==> config.mk <==
export PLATFORM = sky130hd
export DESIGN_NAME = polar_cartesian_point_tracker
export DESIGN_NICKNAME = d
export VERILOG_FILES = /design/src/hdl/pct_pkg.sv /design/src/hdl/pct_gain_mul.sv /design/src/hdl/polar_cartesian_point_tracker.sv
export SDC_FILE = /design/constraint.sdc
export NUM_CORES = 2
export LEC_CHECK = 0
export ABC_AREA = 1
export BUFFER_PORTS_ARGS = -buffer_cell sky130_fd_sc_hd__buf_2
export CORE_ASPECT_RATIO = 1.75
export CORE_MARGIN = 5
export CORE_UTILIZATION = 44
export DETAILED_ROUTE_END_ITERATION = 16
export GPL_TIMING_DRIVEN = 0
export PLACE_DENSITY = 0.64
export SYNTH_ARGS = -nofsm -noshare
export SYNTH_HDL_FRONTEND = slang
export SYNTH_HIERARCHICAL = 1
export SYNTH_SLANG_ARGS = --single-unit
==> constraint.sdc <==
create_clock -name clk -period 6.6 [get_ports clk]
set_input_delay 0.99 -clock clk [delete_from_list [all_inputs] [get_ports clk]]
set_output_delay 0.99 -clock clk [all_outputs]
set_load 0.01 [all_outputs]
==> src/hdl/pct_pkg.sv <==
// shared types, constants and helpers for the polar/cartesian point tracker
// no dependencies
`default_nettype none
package pct_pkg;

    localparam int WIDTH     = 32;
    localparam int FRAC_BITS = 16;
    localparam int ANG_Q     = 30;
    localparam int ASH       = ANG_Q - FRAC_BITS;
    localparam int GUARD     = 8;
    localparam int ITERS     = 28;
    localparam int CW        = 44;   // cordic datapath width
    localparam int ZW        = 36;   // angle accumulator width
    localparam int AW        = 20;   // stored angle width
    localparam int MW        = 30;   // bits of the inverse gain

    typedef logic signed [WIDTH-1:0] coord_t;
    typedef logic signed [CW-1:0]    cw_t;
    typedef logic signed [ZW-1:0]    zw_t;
    typedef logic        [AW-1:0]    ang_t;

    localparam logic [MW-1:0] INV_GAIN = 30'd652032874;

    localparam zw_t PI_Q            = 36'sd3373259426;
    localparam zw_t HALF_PI_Q       = 36'sd1686629713;
    localparam zw_t THREE_HALF_PI_Q = 36'sd5059889139;
    localparam zw_t TWO_PI_Q        = 36'sd6746518852;

    localparam longint TWO_PI_L  = (64'd6746518852 + 64'd8192) / 64'd16384;
    localparam longint HALF_PI_L = (64'd1686629713 + 64'd8192) / 64'd16384;
    localparam longint PI_L      = (64'd3373259426 + 64'd8192) / 64'd16384;
    localparam longint THP_L     = (64'd5059889139 + 64'd8192) / 64'd16384;

    localparam ang_t TWO_PI_S      = AW'(TWO_PI_L);
    localparam ang_t HALF_PI_S     = AW'(HALF_PI_L);
    localparam ang_t PI_S          = AW'(PI_L);
    localparam ang_t THREE_HALF_PI_S = AW'(THP_L);

    // clamp to the signed coordinate range
    function automatic coord_t sat48(input logic signed [47:0] v);
        logic signed [47:0] hi;
        logic signed [47:0] lo;
        hi = 48'sd2147483647;
        lo = -48'sd2147483648;
        if (v > hi)
            sat48 = coord_t'(hi);
        else if (v < lo)
            sat48 = coord_t'(lo);
        else
            sat48 = coord_t'(v);
    endfunction

    function automatic zw_t atan_q30(input logic [4:0] i);
        case (i)
            5'd0:  atan_q30 = 36'sh03243F6A8;
            5'd1:  atan_q30 = 36'sh01DAC6705;
            5'd2:  atan_q30 = 36'sh00FADBAFC;
            5'd3:  atan_q30 = 36'sh007F56EA6;
            5'd4:  atan_q30 = 36'sh003FEAB76;
            5'd5:  atan_q30 = 36'sh001FFD55B;
            5'd6:  atan_q30 = 36'sh000FFFAAA;
            5'd7:  atan_q30 = 36'sh0007FFF55;
            5'd8:  atan_q30 = 36'sh0003FFFEA;
            5'd9:  atan_q30 = 36'sh0001FFFFD;
            5'd10: atan_q30 = 36'sh0000FFFFF;
            5'd11: atan_q30 = 36'sh00007FFFF;
            5'd12: atan_q30 = 36'sh00003FFFF;
            5'd13: atan_q30 = 36'sh00001FFFF;
            5'd14: atan_q30 = 36'sh00000FFFF;
            5'd15: atan_q30 = 36'sh000007FFF;
            5'd16: atan_q30 = 36'sh000003FFF;
            5'd17: atan_q30 = 36'sh000001FFF;
            5'd18: atan_q30 = 36'sh000000FFF;
            5'd19: atan_q30 = 36'sh0000007FF;
            5'd20: atan_q30 = 36'sh0000003FF;
            5'd21: atan_q30 = 36'sh0000001FF;
            5'd22: atan_q30 = 36'sh0000000FF;
            5'd23: atan_q30 = 36'sh00000007F;
            5'd24: atan_q30 = 36'sh00000003F;
            5'd25: atan_q30 = 36'sh00000001F;
            5'd26: atan_q30 = 36'sh00000000F;
            5'd27: atan_q30 = 36'sh000000008;
            default: atan_q30 = '0;
        endcase
    endfunction

endpackage
`default_nettype wire

==> src/hdl/pct_gain_mul.sv <==
// bit-serial multiply of two lanes by the inverse cordic gain, then rescale and saturate
// depends on pct_pkg
`default_nettype none
module pct_gain_mul (
    input  wire logic            clk,
    input  wire logic            rst_n,
    input  wire logic            start,
    input  wire pct_pkg::cw_t    va,
    input  wire pct_pkg::cw_t    vb,
    output logic                 done,
    output pct_pkg::coord_t      ra,
    output pct_pkg::coord_t      rb
);
    import pct_pkg::*;

    logic [CW:0]   acc_a_reg, acc_a_next, acc_b_reg, acc_b_next;
    logic [CW-1:0] mag_a_reg, mag_a_next, mag_b_reg, mag_b_next;
    logic          neg_a_reg, neg_a_next, neg_b_reg, neg_b_next;
    logic          rnd_a_reg, rnd_a_next, rnd_b_reg, rnd_b_next;
    logic [4:0]    cnt_reg, cnt_next;
    logic          busy_reg, busy_next, done_reg, done_next;
    logic [CW:0]   sum_a, sum_b;

    function automatic coord_t finish(input logic [CW:0] acc, input logic rnd,
                                      input logic neg);
        logic signed [CW+1:0] r;
        logic signed [CW+1:0] s;
        logic signed [CW+1:0] t;
        r = $signed({1'b0, acc}) + $signed({{(CW+1){1'b0}}, rnd});
        s = neg ? -r : r;
        t = (s + 46'sd128) >>> GUARD;
        finish = sat48(48'(t));
    endfunction

    always_comb
    begin
        sum_a = acc_a_reg + (INV_GAIN[cnt_reg] ? {1'b0, mag_a_reg} : '0);
        sum_b = acc_b_reg + (INV_GAIN[cnt_reg] ? {1'b0, mag_b_reg} : '0);
        acc_a_next = acc_a_reg;
        acc_b_next = acc_b_reg;
        mag_a_next = mag_a_reg;
        mag_b_next = mag_b_reg;
        neg_a_next = neg_a_reg;
        neg_b_next = neg_b_reg;
        rnd_a_next = rnd_a_reg;
        rnd_b_next = rnd_b_reg;
        cnt_next   = cnt_reg;
        busy_next  = busy_reg;
        done_next  = 1'b0;
        if (start)
        begin
            neg_a_next = va[CW-1];
            neg_b_next = vb[CW-1];
            mag_a_next = va[CW-1] ? CW'(-va) : CW'(va);
            mag_b_next = vb[CW-1] ? CW'(-vb) : CW'(vb);
            acc_a_next = '0;
            acc_b_next = '0;
            cnt_next   = '0;
            busy_next  = 1'b1;
        end
        else if (busy_reg)
        begin
            acc_a_next = sum_a >> 1;
            acc_b_next = sum_b >> 1;
            cnt_next   = cnt_reg + 5'd1;
            // last dropped bit is the rounding bit
            if (cnt_reg == 5'(MW - 1))
            begin
                rnd_a_next = sum_a[0];
                rnd_b_next = sum_b[0];
                busy_next  = 1'b0;
                done_next  = 1'b1;
            end
        end
    end

    always_ff @(posedge clk or negedge rst_n)
    begin
        if (!rst_n)
        begin
            acc_a_reg <= '0;
            acc_b_reg <= '0;
            mag_a_reg <= '0;
            mag_b_reg <= '0;
            neg_a_reg <= 1'b0;
            neg_b_reg <= 1'b0;
            rnd_a_reg <= 1'b0;
            rnd_b_reg <= 1'b0;
            cnt_reg   <= '0;
            busy_reg  <= 1'b0;
            done_reg  <= 1'b0;
        end
        else
        begin
            acc_a_reg <= acc_a_next;
            acc_b_reg <= acc_b_next;
            mag_a_reg <= mag_a_next;
            mag_b_reg <= mag_b_next;
            neg_a_reg <= neg_a_next;
            neg_b_reg <= neg_b_next;
            rnd_a_reg <= rnd_a_next;
            rnd_b_reg <= rnd_b_next;
            cnt_reg   <= cnt_next;
            busy_reg  <= busy_next;
            done_reg  <= done_next;
        end
    end

    assign done = done_reg;
    assign ra   = finish(acc_a_reg, rnd_a_reg, neg_a_reg);
    assign rb   = finish(acc_b_reg, rnd_b_reg, neg_b_reg);

endmodule
`default_nettype wire

==> src/hdl/polar_cartesian_point_tracker.sv <==
// top level of the polar/cartesian point tracker: control, angle wrap and cordic
// depends on pct_pkg and pct_gain_mul
//
// usage:
//   input channel (in_valid/in_ready, op, amount) moves one coordinate:
//   op 0 x, op 1 y, op 2 radius, op 3 angle; amount is signed q16.16
//   output channel (out_valid/out_ready, x_pos, y_pos) gives one transfer
//   per input transfer with the new point, q16.16, saturated
// timing:
//   one item at a time; in_ready is high only while the engine is idle
//   x or y move: a setup step, 28 cordic iterations, then the gain multiply
//   radius move: same; angle move first runs a bit-serial modulo 2pi
//   an x or y move that lands on an axis or the origin skips cordic and multiply
//   the result is then loaded into the output register
// stalls:
//   the output register holds its transfer while out_ready is low; the next
//   item may still be taken and computed, and waits to load the output
// reset:
//   rst_n clears the point to the origin and empties the output register
`default_nettype none
module polar_cartesian_point_tracker (
    input  wire logic             clk,
    input  wire logic             rst_n,
    input  wire logic             in_valid,
    output logic                  in_ready,
    input  wire logic [1:0]       op,
    input  wire pct_pkg::coord_t  amount,
    output logic                  out_valid,
    input  wire logic             out_ready,
    output pct_pkg::coord_t       x_pos,
    output pct_pkg::coord_t       y_pos
);
    import pct_pkg::*;

    localparam logic [2:0] S_IDLE = 3'd0;
    localparam logic [2:0] S_MOD  = 3'd1;
    localparam logic [2:0] S_VEC  = 3'd2;
    localparam logic [2:0] S_ROT  = 3'd3;
    localparam logic [2:0] S_CORD = 3'd4;
    localparam logic [2:0] S_MUL  = 3'd5;
    localparam logic [2:0] S_OUT  = 3'd6;

    localparam logic [1:0] OP_X   = 2'd0;
    localparam logic [1:0] OP_Y   = 2'd1;
    localparam logic [1:0] OP_RAD = 2'd2;
    localparam logic [1:0] OP_ANG = 2'd3;

    localparam int MODW = 33;

    // multiple of 2pi that lifts any angle sum to a nonnegative value
    localparam logic [MODW-1:0] MOD_BIAS = MODW'(longint'(TWO_PI_L) * 64'd8192);

    logic [2:0]      state_reg, state_next;
    coord_t          x_reg, x_next, y_reg, y_next, rad_reg, rad_next;
    ang_t            ang_reg, ang_next;
    cw_t             cx_reg, cx_next, cy_reg, cy_next;
    zw_t             z_reg, z_next;
    logic [4:0]      iter_reg, iter_next;
    logic            vec_reg, vec_next;
    logic [MODW-1:0] modv_reg, modv_next;
    logic [AW-1:0]   modr_reg, modr_next;
    logic [5:0]      cnt_reg, cnt_next;
    logic            ov_reg, ov_next;
    coord_t          xo_reg, xo_next, yo_reg, yo_next;

    logic            mul_start;
    cw_t             mul_va, mul_vb;
    logic            mul_done;
    coord_t          mul_ra, mul_rb;

    logic signed [33:0] ang_sum;
    logic [AW:0]        mod_try;
    cw_t                sh_x, sh_y;
    zw_t                at, zr, zfix;
    logic signed [ZW-1:0] ang_round;
    ang_t               ang_new;
    cw_t                rr;

    pct_gain_mul u_mul (
        .clk   (clk),
        .rst_n (rst_n),
        .start (mul_start),
        .va    (mul_va),
        .vb    (mul_vb),
        .done  (mul_done),
        .ra    (mul_ra),
        .rb    (mul_rb)
    );

    assign in_ready = (state_reg == S_IDLE);

    always_comb
    begin
        state_next = state_reg;
        x_next     = x_reg;
        y_next     = y_reg;
        rad_next   = rad_reg;
        ang_next   = ang_reg;
        cx_next    = cx_reg;
        cy_next    = cy_reg;
        z_next     = z_reg;
        iter_next  = iter_reg;
        vec_next   = vec_reg;
        modv_next  = modv_reg;
        modr_next  = modr_reg;
        cnt_next   = cnt_reg;
        xo_next    = xo_reg;
        yo_next    = yo_reg;
        ov_next    = ov_reg && !out_ready;
        mul_start  = 1'b0;
        mul_va     = cx_reg;
        mul_vb     = cy_reg;

        ang_sum = $signed({14'd0, ang_reg}) + 34'(amount);
        mod_try = {modr_reg, modv_reg[MODW-1]};
        sh_x    = cx_reg >>> iter_reg;
        sh_y    = cy_reg >>> iter_reg;
        at      = atan_q30(iter_reg);
        zr      = $signed({{(ZW-AW-ASH){1'b0}}, ang_reg, {ASH{1'b0}}});
        zfix    = (z_reg < 0) ? z_reg + TWO_PI_Q : z_reg;
        // round the q30 angle to the stored format, wrapping 2pi to zero
        ang_round = (zfix + zw_t'(1 << (ASH - 1))) >>> ASH;
        ang_new   = AW'(ang_round);
        if (ang_new >= TWO_PI_S)
            ang_new = ang_new - TWO_PI_S;
        rr = cw_t'(rad_reg);

        unique case (state_reg)
            S_IDLE:
            begin
                if (in_valid)
                begin
                    unique case (op)
                        OP_X:
                        begin
                            x_next     = sat48(48'(x_reg) + 48'(amount));
                            state_next = S_VEC;
                        end
                        OP_Y:
                        begin
                            y_next     = sat48(48'(y_reg) + 48'(amount));
                            state_next = S_VEC;
                        end
                        OP_RAD:
                        begin
                            rad_next   = sat48(48'(rad_reg) + 48'(amount));
                            state_next = S_ROT;
                        end
                        OP_ANG:
                        begin
                            modv_next  = MODW'(ang_sum) + MOD_BIAS;
                            modr_next  = '0;
                            cnt_next   = '0;
                            state_next = S_MOD;
                        end
                        default: state_next = S_IDLE;
                    endcase
                end
            end
            S_MOD:
            begin
                // restoring remainder, one bit per cycle
                modv_next = modv_reg << 1;
                if (mod_try >= {1'b0, TWO_PI_S})
                    modr_next = AW'(mod_try - {1'b0, TWO_PI_S});
                else
                    modr_next = AW'(mod_try);
                cnt_next = cnt_reg + 6'd1;
                if (cnt_reg == 6'(MODW - 1))
                begin
                    ang_next   = (mod_try >= {1'b0, TWO_PI_S}) ?
                                 AW'(mod_try - {1'b0, TWO_PI_S}) : AW'(mod_try);
                    state_next = S_ROT;
                end
            end
            S_VEC:
            begin
                vec_next  = 1'b1;
                iter_next = '0;
                if (x_reg == 0 && y_reg == 0)
                begin
                    rad_next   = '0;
                    ang_next   = '0;
                    state_next = S_OUT;
                end
                else if (x_reg == 0)
                begin
                    rad_next   = sat48(y_reg < 0 ? -48'(y_reg) : 48'(y_reg));
                    ang_next   = (y_reg > 0) ? HALF_PI_S : THREE_HALF_PI_S;
                    state_next = S_OUT;
                end
                else if (y_reg == 0)
                begin
                    rad_next   = sat48(x_reg < 0 ? -48'(x_reg) : 48'(x_reg));
                    ang_next   = (x_reg > 0) ? '0 : PI_S;
                    state_next = S_OUT;
                end
                else
                begin
                    cx_next    = (x_reg < 0 ? -cw_t'(x_reg) : cw_t'(x_reg)) <<< GUARD;
                    cy_next    = (x_reg < 0 ? -cw_t'(y_reg) : cw_t'(y_reg)) <<< GUARD;
                    z_next     = (x_reg < 0) ? PI_Q : '0;
                    state_next = S_CORD;
                end
            end
            S_ROT:
            begin
                vec_next  = 1'b0;
                iter_next = '0;
                cy_next   = '0;
                // fold the angle into the right half plane
                if (zr >= HALF_PI_Q && zr < THREE_HALF_PI_Q)
                begin
                    z_next  = zr - PI_Q;
                    cx_next = (-rr) <<< GUARD;
                end
                else if (zr >= THREE_HALF_PI_Q)
                begin
                    z_next  = zr - TWO_PI_Q;
                    cx_next = rr <<< GUARD;
                end
                else
                begin
                    z_next  = zr;
                    cx_next = rr <<< GUARD;
                end
                state_next = S_CORD;
            end
            S_CORD:
            begin
                // vectoring drives y to zero, rotation drives z to zero
                if (vec_reg ? (cy_reg >= 0) : (z_reg >= 0))
                begin
                    cx_next = vec_reg ? cx_reg + sh_y : cx_reg - sh_y;
                    cy_next = vec_reg ? cy_reg - sh_x : cy_reg + sh_x;
                    z_next  = vec_reg ? z_reg + at : z_reg - at;
                end
                else
                begin
                    cx_next = vec_reg ? cx_reg - sh_y : cx_reg + sh_y;
                    cy_next = vec_reg ? cy_reg + sh_x : cy_reg - sh_x;
                    z_next  = vec_reg ? z_reg - at : z_reg + at;
                end
                iter_next = iter_reg + 5'd1;
                if (iter_reg == 5'(ITERS - 1))
                    state_next = S_MUL;
            end
            S_MUL:
            begin
                if (cnt_reg == '0)
                begin
                    mul_start = 1'b1;
                    cnt_next  = 6'd1;
                end
                else if (mul_done)
                begin
                    cnt_next = '0;
                    if (vec_reg)
                    begin
                        rad_next = mul_ra;
                        ang_next = ang_new;
                    end
                    else
                    begin
                        x_next = mul_ra;
                        y_next = mul_rb;
                    end
                    state_next = S_OUT;
                end
            end
            S_OUT:
            begin
                // load once the output slot is free
                if (!ov_reg || out_ready)
                begin
                    ov_next    = 1'b1;
                    xo_next    = x_reg;
                    yo_next    = y_reg;
                    state_next = S_IDLE;
                end
            end
            default: state_next = S_IDLE;
        endcase

        // multiply start needs a clear count on entry
        if (state_reg == S_CORD && iter_reg == 5'(ITERS - 1))
            cnt_next = '0;
    end

    always_ff @(posedge clk or negedge rst_n)
    begin
        if (!rst_n)
        begin
            state_reg <= S_IDLE;
            x_reg     <= '0;
            y_reg     <= '0;
            rad_reg   <= '0;
            ang_reg   <= '0;
            cx_reg    <= '0;
            cy_reg    <= '0;
            z_reg     <= '0;
            iter_reg  <= '0;
            vec_reg   <= 1'b0;
            modv_reg  <= '0;
            modr_reg  <= '0;
            cnt_reg   <= '0;
            ov_reg    <= 1'b0;
            xo_reg    <= '0;
            yo_reg    <= '0;
        end
        else
        begin
            state_reg <= state_next;
            x_reg     <= x_next;
            y_reg     <= y_next;
            rad_reg   <= rad_next;
            ang_reg   <= ang_next;
            cx_reg    <= cx_next;
            cy_reg    <= cy_next;
            z_reg     <= z_next;
            iter_reg  <= iter_next;
            vec_reg   <= vec_next;
            modv_reg  <= modv_next;
            modr_reg  <= modr_next;
            cnt_reg   <= cnt_next;
            ov_reg    <= ov_next;
            xo_reg    <= xo_next;
            yo_reg    <= yo_next;
        end
    end

    assign out_valid = ov_reg;
    assign x_pos     = xo_reg;
    assign y_pos     = yo_reg;

endmodule
`default_nettype wire

After elaboration in Yosys (flattened, before gate mapping)
Memory sizes are Yosys's and may differ from the RTL's.
Index checks and enable logic that the tools add are counted.
- register bits: 562
- ROM bits: 992
- bits of input ports: 38
- output and inout bits: 66
- word-level logic and storage cells: 284
- memories: 2
- add/subtract/negate cells: 35
- $lt $le $gt $ge: 27
- eq/ne operators: 31
- shifts and indexed selects: 2
- multiplexer cells: 126
- bitwise logic cells: 1
- reductions and logical operators: 33
- memories (memory ; depth ; width ; read ports ; clocked after Yosys merged registers in ; write ports ; RTL line ; text):
    (no name shown) ; 32 ; 30 ; 1 ; 0 ; 0 ; pct_pkg.sv:54 ; case (i)
    (no name shown) ; 32 ; 1 ; 1 ; 0 ; 0 ; pct_gain_mul.sv:37 ; sum_a = acc_a_reg + (INV_GAIN[cnt_reg] ? {1'b0, mag_a_reg} : '0);
- operators with widths (cell ; count):
    $mux 32 ; 33
    $mux 44 ; 17
    $mux 36 ; 10
    $pmux 44 s3 ; 2
    $mux 20 ; 11
    $mux 45 ; 4
    $pmux 32 s2 ; 2
    $neg 32->36 ; 3
    $pmux 36 s3 ; 1
    $add 32x32->33 ; 3
    $gt 33x32->1 const B ; 3
    $lt 33x32->1 const B ; 3
    $gt 48x32->1 const B ; 2
    $lt 48x32->1 const B ; 2
    $mux 48 ; 2
    $neg 32->48 ; 2
    $pmux 32 s3 ; 1
    $add 45x1->46 ; 2
    $add 46x9->46 const B ; 2
    $mux 46 ; 2
    $neg 46->46 ; 2
    $add 45x45->45 ; 2
    $add 44x44->44 ; 2
    $neg 44->44 ; 2
    other kinds (73) ; 140

Longest topological paths before layout
- depth after elaboration: 11
- depth in mapped cells: 40
- depth with buffers taken out: 39

Modules after synthesis
The synthesis kept the hierarchy.
- modules (own cells, without submodules) (module ; times used ; cells each ; area each (um2) ; sequential area each (um2)):
    polar_cartesian_point_tracker ; 1 ; 7954 ; 48298.8 ; 9334.0
    pct_gain_mul ; 1 ; 3766 ; 22384.0 ; 4679.5

Worst setup path after synthesis
OpenSTA, ideal clock, no wires.
- path kind: reg-to-reg
- start point: register u_mul.cnt_reg[0]
- end point: register u_mul.acc_b_reg[35]
- library setup time: 0.141 ns
- data arrival time: 4.453 ns
- slack: 2.006 ns
- stages on the path, launching flop included: 29
- cells stage by stage: dfrtp_1 > inv_1 > ha_1 > a21oi_1 > o21ai_0 > a21oi_1 > a21oi_1 > clkbuf_1 > clkbuf_1 > nor2_1 > ha_1 > fa_1 > nand3_1 > nand3_1 > a31oi_1 > o21ai_0 > nand2_1 > nand2_1 > inv_1 > o21ai_0 > nand2_1 > nand2_1 > nand2_1 > nand2_1 > a21boi_0 > o21ai_0 > a21oi_1 > xor2_1 > o22ai_1
- longest elaborated chain between the ends: 6
- ends and longest elaborated chain (what ; RTL line ; text):
    from (decl) ; pct_gain_mul.sv:20 ; logic [4:0] cnt_reg, cnt_next;
    from (signal assigned) ; pct_gain_mul.sv:103 ; cnt_reg <= cnt_next;
    $mem_v2 32x1 ; n/a ;
    $mux 1 ; n/a ;
    $mux 44 ; pct_gain_mul.sv:38 ; sum_b = acc_b_reg + (INV_GAIN[cnt_reg] ? {1'b0, mag_b_reg} : '0);
    $add 45x45->45 ; pct_gain_mul.sv:38 ;
    $mux 45 ; pct_gain_mul.sv:61 ; else if (busy_reg)
    $mux 45 ; pct_gain_mul.sv:50 ; if (start)
    to (signal assigned) ; pct_gain_mul.sv:96 ; acc_b_reg <= acc_b_next;
    to (decl) ; pct_gain_mul.sv:16 ; logic [CW:0] acc_a_reg, acc_a_next, acc_b_reg, acc_b_next;
No other way between the ends. The select of a mux whose other input is x is not followed.
A chain may end at the register's enable or synchronous reset.

Worst setup path after layout
- start point: register iter_reg[2]
- end point: register cx_reg[14]
- longest elaborated chain between the ends: 5
- elaborated cells between the ends (all ways): 7
- classes of those cells: add/sub: 2; shift: 1; mux: 4
- ends and longest elaborated chain (what ; RTL line ; text):
    from (decl) ; polar_cartesian_point_tracker.sv:58 ; logic [4:0] iter_reg, iter_next;
    from (signal assigned) ; polar_cartesian_point_tracker.sv:321 ; iter_reg <= iter_next;
    $sshr 44x5->44 * ; polar_cartesian_point_tracker.sv:117 ; sh_y = cy_reg >>> iter_reg;
    $add 44x44->44 or $sub 44x44->44 (tied branches) ; polar_cartesian_point_tracker.sv:234, polar_cartesian_point_tracker.sv:240 ;
    $mux 44 (on tied branches) ; polar_cartesian_point_tracker.sv:240, polar_cartesian_point_tracker.sv:234 ;
    $mux 44 * ; polar_cartesian_point_tracker.sv:232 ; if (vec_reg ? (cy_reg >= 0) : (z_reg >= 0))
    $pmux 44 s3 * ; polar_cartesian_point_tracker.sv:128 ; unique case (state_reg)
    to (signal assigned) ; polar_cartesian_point_tracker.sv:318 ; cx_reg <= cx_next;
    to (decl) ; polar_cartesian_point_tracker.sv:56 ; cw_t cx_reg, cx_next, cy_reg, cy_next;
Every way passes the cells marked *; elsewhere a longest branch is shown, timed or not.

==> summary.txt <==
STA
  – Final hold vios: 0
  – Total negative slack: -0.252 ns
  – Actual slew at the worst max-slew pin: 1.52 ns
  – Max Slew Vio Count: 64
  – Worst Clk Skew: 0.0355 ns
  – Max Fclk: 148 MHz
  – Final period util: 102%
  – Final worst slack: -0.159 ns
  – Unrepaired setup endpoints after global routing: no
  – Rel. slew slack: -1.48%
  – Final setup violating endpoints: 5
  – Min Tclk post-route: 6.76 ns

Yosys
  – Dominant cells by area after synthesis: dfrtp_1 (20%), nand2_1 (14%), ha_1 (8.9%)
  – Number of synthesized flops with an enable pin: 0
  – Post-synthesis sequential area ratio: 19.8%
  – Synth Area per Inst: 6.03 sq um
  – Share of the synthesized area in the top cell type: 19.8%
  – Syn nets: 12300
  – #FFs+latches synth: 560
  – Cell area after synthesis: 0.0707 sq mm
  – Top_reg_cell synth: dfrtp_1
  – Synth cell types: 81
  – Synthesis Warnings: 6
  – Post-Syn Instances: 11700
  – Share of synthesized registers carrying an async set or reset: 100%
  – Largest area contributor in the netlist: dfrtp_1

Critical path
  – Worst-path cell chain: clkbuf_1, clkinv_1, clkbuf_1, clkbuf_1, o21ai_0, o21ai_0, o211ai_1, ha_1, fa_1, nand3_1, nand2_1, nand2_1, nand2_1, a21oi_1, o21ai_0, a21oi_1, o21ai_0, nor2_1, o211ai_1, o211ai_1, o21ai_0
  – Crit-path slowest cell: o21ai_0
  – Worst flop-to-flop path startpoint: iter_reg[2]
  – CP Launch Point: iter_reg[2]
  – Reg2reg end: cx_reg[14]
  – Crit path to: cx_reg[14]
  – Critical path startpoint category: register
  – Most numerous cell on the critical path: o21ai_0
  – Max incr delay on CP: 0.95 ns
  – Reg2Reg Setup Slack: -0.16 ns
  – Reg2Reg Depth: 21
  – Critical Path Sink Type: register
  – Critical path arrival: 7.37 ns
  – CP required: 7.21 ns
  – Crit path kind: reg -> reg
  – Worst path top cell family by delay: compound AO/OA/AOI/OAI gates
  – Worst path depth: 21
  – Number of buffers and inverters on the critical path: 4
  – Worst-path maximum fanout: 10

Power
  – Psw: 2.21 mW
  – Sequential fraction of design power: 41.9%
  – Tot Pwr: 8.23 mW
  – P_int: 6.02 mW
  – Sw Share: 26.8%
  – Peak supply drop: 0.207 mV
  – Clock power share: 52.2%
  – Logic gate share of total power: 5.9%
  – Cell Pwr Density: 107 mW/mm^2
  – Static leakage: 38.7 nW

Route
  – Via density: 6.02
  – Total Wirelength: 387 mm
  – Initial DRC Count: 8155
  – Routed wire per std cell: 27.6 microns
  – First-pass DRT Iterations: 10
  – Final ANT Viol Nets: 0
  – Total number of vias: 84400
  – Remaining design rule violation count: 0

Place
  – Inst Count DP: 13900
  – Post-DP HPWL: 319 mm
  – Routability cong.: 1.10
  – I/O Buffers: 103
  – Placement Setup Slack: -0.666 ns

Clocking
  – Longest Clk Path Bufs: 3
  – Worst-path clk slew: 0.06 ns
  – Setup bufs post-CTS: 0
  – CTS tree: done
  – Root Buffer: clkbuf_16
  – Clock sinks: 560
  – Insertion delay to the later sink of the worst-skew pair: 0.72 ns
  – Post-cts resize count: 29
  – Number of hold buffers added after CTS: 0
  – H-tree Lvls: 3
  – CTS Buf Count: 68

Die
  – Die Y: 540 microns
  – Row count: 194
  – Starting Density: 44.3%
  – Die area: 0.169 sq mm
  – Chip width: 313 microns
  – Core area: 0.160 sq mm
  – Num ports: 104

GRT
  – Grt total ovfl: 0
  – GRT Total Usage: 43.6%
  – First-pass GRT wire length: 544 mm
  – Vias in the first global route: 81800
  – Largest net degree at the start of global routing: 109
  – Initial antenna violation count: 17

Cells and area
  – Final #Nets: 12500
  – Fill cells: 17300
  – Synth-to-Final Area Change: 8.34%
  – Ratio of cells with drive above 1 in the final layout: 5.36%
  – Fin cells: 14000

Status
  – Outcome: finished, violations left
  – Failing checks: max-capacitance violations, max-slew violations, negative setup slack

Hold path
  – Worst hold-check path type: in -> async

Job
  – Max Cap Viol: 6
## worst register-to-register path, stage by stage (launching register included)
cell,delay [ns]
dfrtp_1,0.35
clkbuf_1,0.46
clkinv_1,0.40
clkbuf_1,0.40
clkbuf_1,0.39
o21ai_0,0.45
o21ai_0,0.33
o211ai_1,0.34
ha_1,0.45
fa_1,0.36
nand3_1,0.10
nand2_1,0.09
nand2_1,0.06
nand2_1,0.10
a21oi_1,0.10
o21ai_0,0.40
a21oi_1,0.12
o21ai_0,0.95
nor2_1,0.12
o211ai_1,0.43
o211ai_1,0.17
o21ai_0,0.11
## routing by layer
layer / vias up / GRT usage, % / part of all wire [%]
li1: 39000 / - / -
met5: - / 0 / 0.031
met2: 4224 / 74.2 / 46
met1: 39400 / 42.6 / 33
met4: 12 / 45.5 / 14
met3: 1801 / 8.81 / 7.4
## power by group through the flow
stage	logic (mW)	registers, mW	clock network, mW
2_1_floorplan	0.257	3.51	0
5_1_grt	0.536	3.44	4.42
3_3_place_gp	0.461	3.51	0
6_report	0.486	3.45	4.29
4_1_cts	0.481	3.45	4.31
3_5_place_dp	0.478	3.51	0
## worst min-delay path by stage
| stage | start | to | slack, ns | cells past startpoint |
|---|---|---|---|---|
| floorplan | modv_reg[27] | modv_reg[27] | 0.44 | 2 |
| detailed placement | modv_reg[23] | modv_reg[23] | 0.46 | 2 |
| global route | rst_n | modv_reg[18] | 0.24 | 1 |
| CTS | rst_n | modv_reg[17] | 0.20 | 1 |
| finish | rst_n | modv_reg[18] | 0.21 | 1 |
| global placement | cnt_reg[4] | cnt_reg[4] | 0.46 | 1 |
## cell usage after synthesis, drive strengths merged, types with 17 or more instances
cell type,number
nor3,161
a21boi,29
nand3,682
nand4,126
inv,1638
clkbuf,355
a211oi,34
o221ai,19
nor2,1465
a21o,33
ha,500
o211ai,49
o21ai,1142
a31oi,132
mux2i,25
a22oi,62
nand2,2806
xnor2,135
o22ai,132
dfrtp,560
o21a,51
o21bai,40
nor4,50
a21oi,889
nand3b,31
buf,76
or2,55
a221oi,17
o31ai,22
xor2,284
## per-stage QoR
stage               utilization (%)  area (sq um)  hold WS, ns
floorplan                         -         70700        0.444
global placement               46.2         73800        0.460
detailed placement             46.4         74100        0.463
CTS                            47.9         76500        0.204
global route                   47.9         76600        0.242
finish                         47.9         76600        0.208
## area by class of cell
class                           instances  area, sq um  share of cell area (%)
Clock buffer                           90         1930                    2.51
Tap cell                             2058         2570                    3.36
Antenna cell                           10         25.0                  0.0327
Sequential cell                       560        14000                    18.3
Buffer                                429         1830                    2.39
Clock inverter                         29          490                   0.640
Multi-Input combinational cell       9081        48700                    63.6
Inverter                             1648         6190                    8.08
Timing Repair Buffer                  116          793                    1.04
## cell families (layout without fill, tap and decap cells)
logic type                 Yosys count  in the layout  synth area share (%)
adders and majority gates          512            512                  9.19
other                                0             10                     0
xor gates and xnor gates           419            419                  5.24
and+or+nand+nor                   5393           5393                  32.4
muxes                               29             29                 0.418
DFF                                560            560                  19.8
AOI/OAI and AO/OA                 2728           2728                  21.7
buffers and inverters             2079           2312                  11.3
## cells in the final DEF, fill, tap and decap left out, drive strengths merged, types with 31 or more instances in the layout
cell type  instances
nor3             161
nand3            682
nand2           2806
or2               55
a21oi            889
o21bai            40
o211ai            49
xnor2            135
nand4            126
inv             1640
o21a              51
nor4              50
o22ai            132
clkbuf           444
xor2             284
nor2            1465
nand3b            31
a211oi            34
a22oi             62
ha               500
o21ai           1142
dfrtp            560
a31oi            132
a21o              33
buf              191
Note: power is estimated with default switching activity, not from simulation.
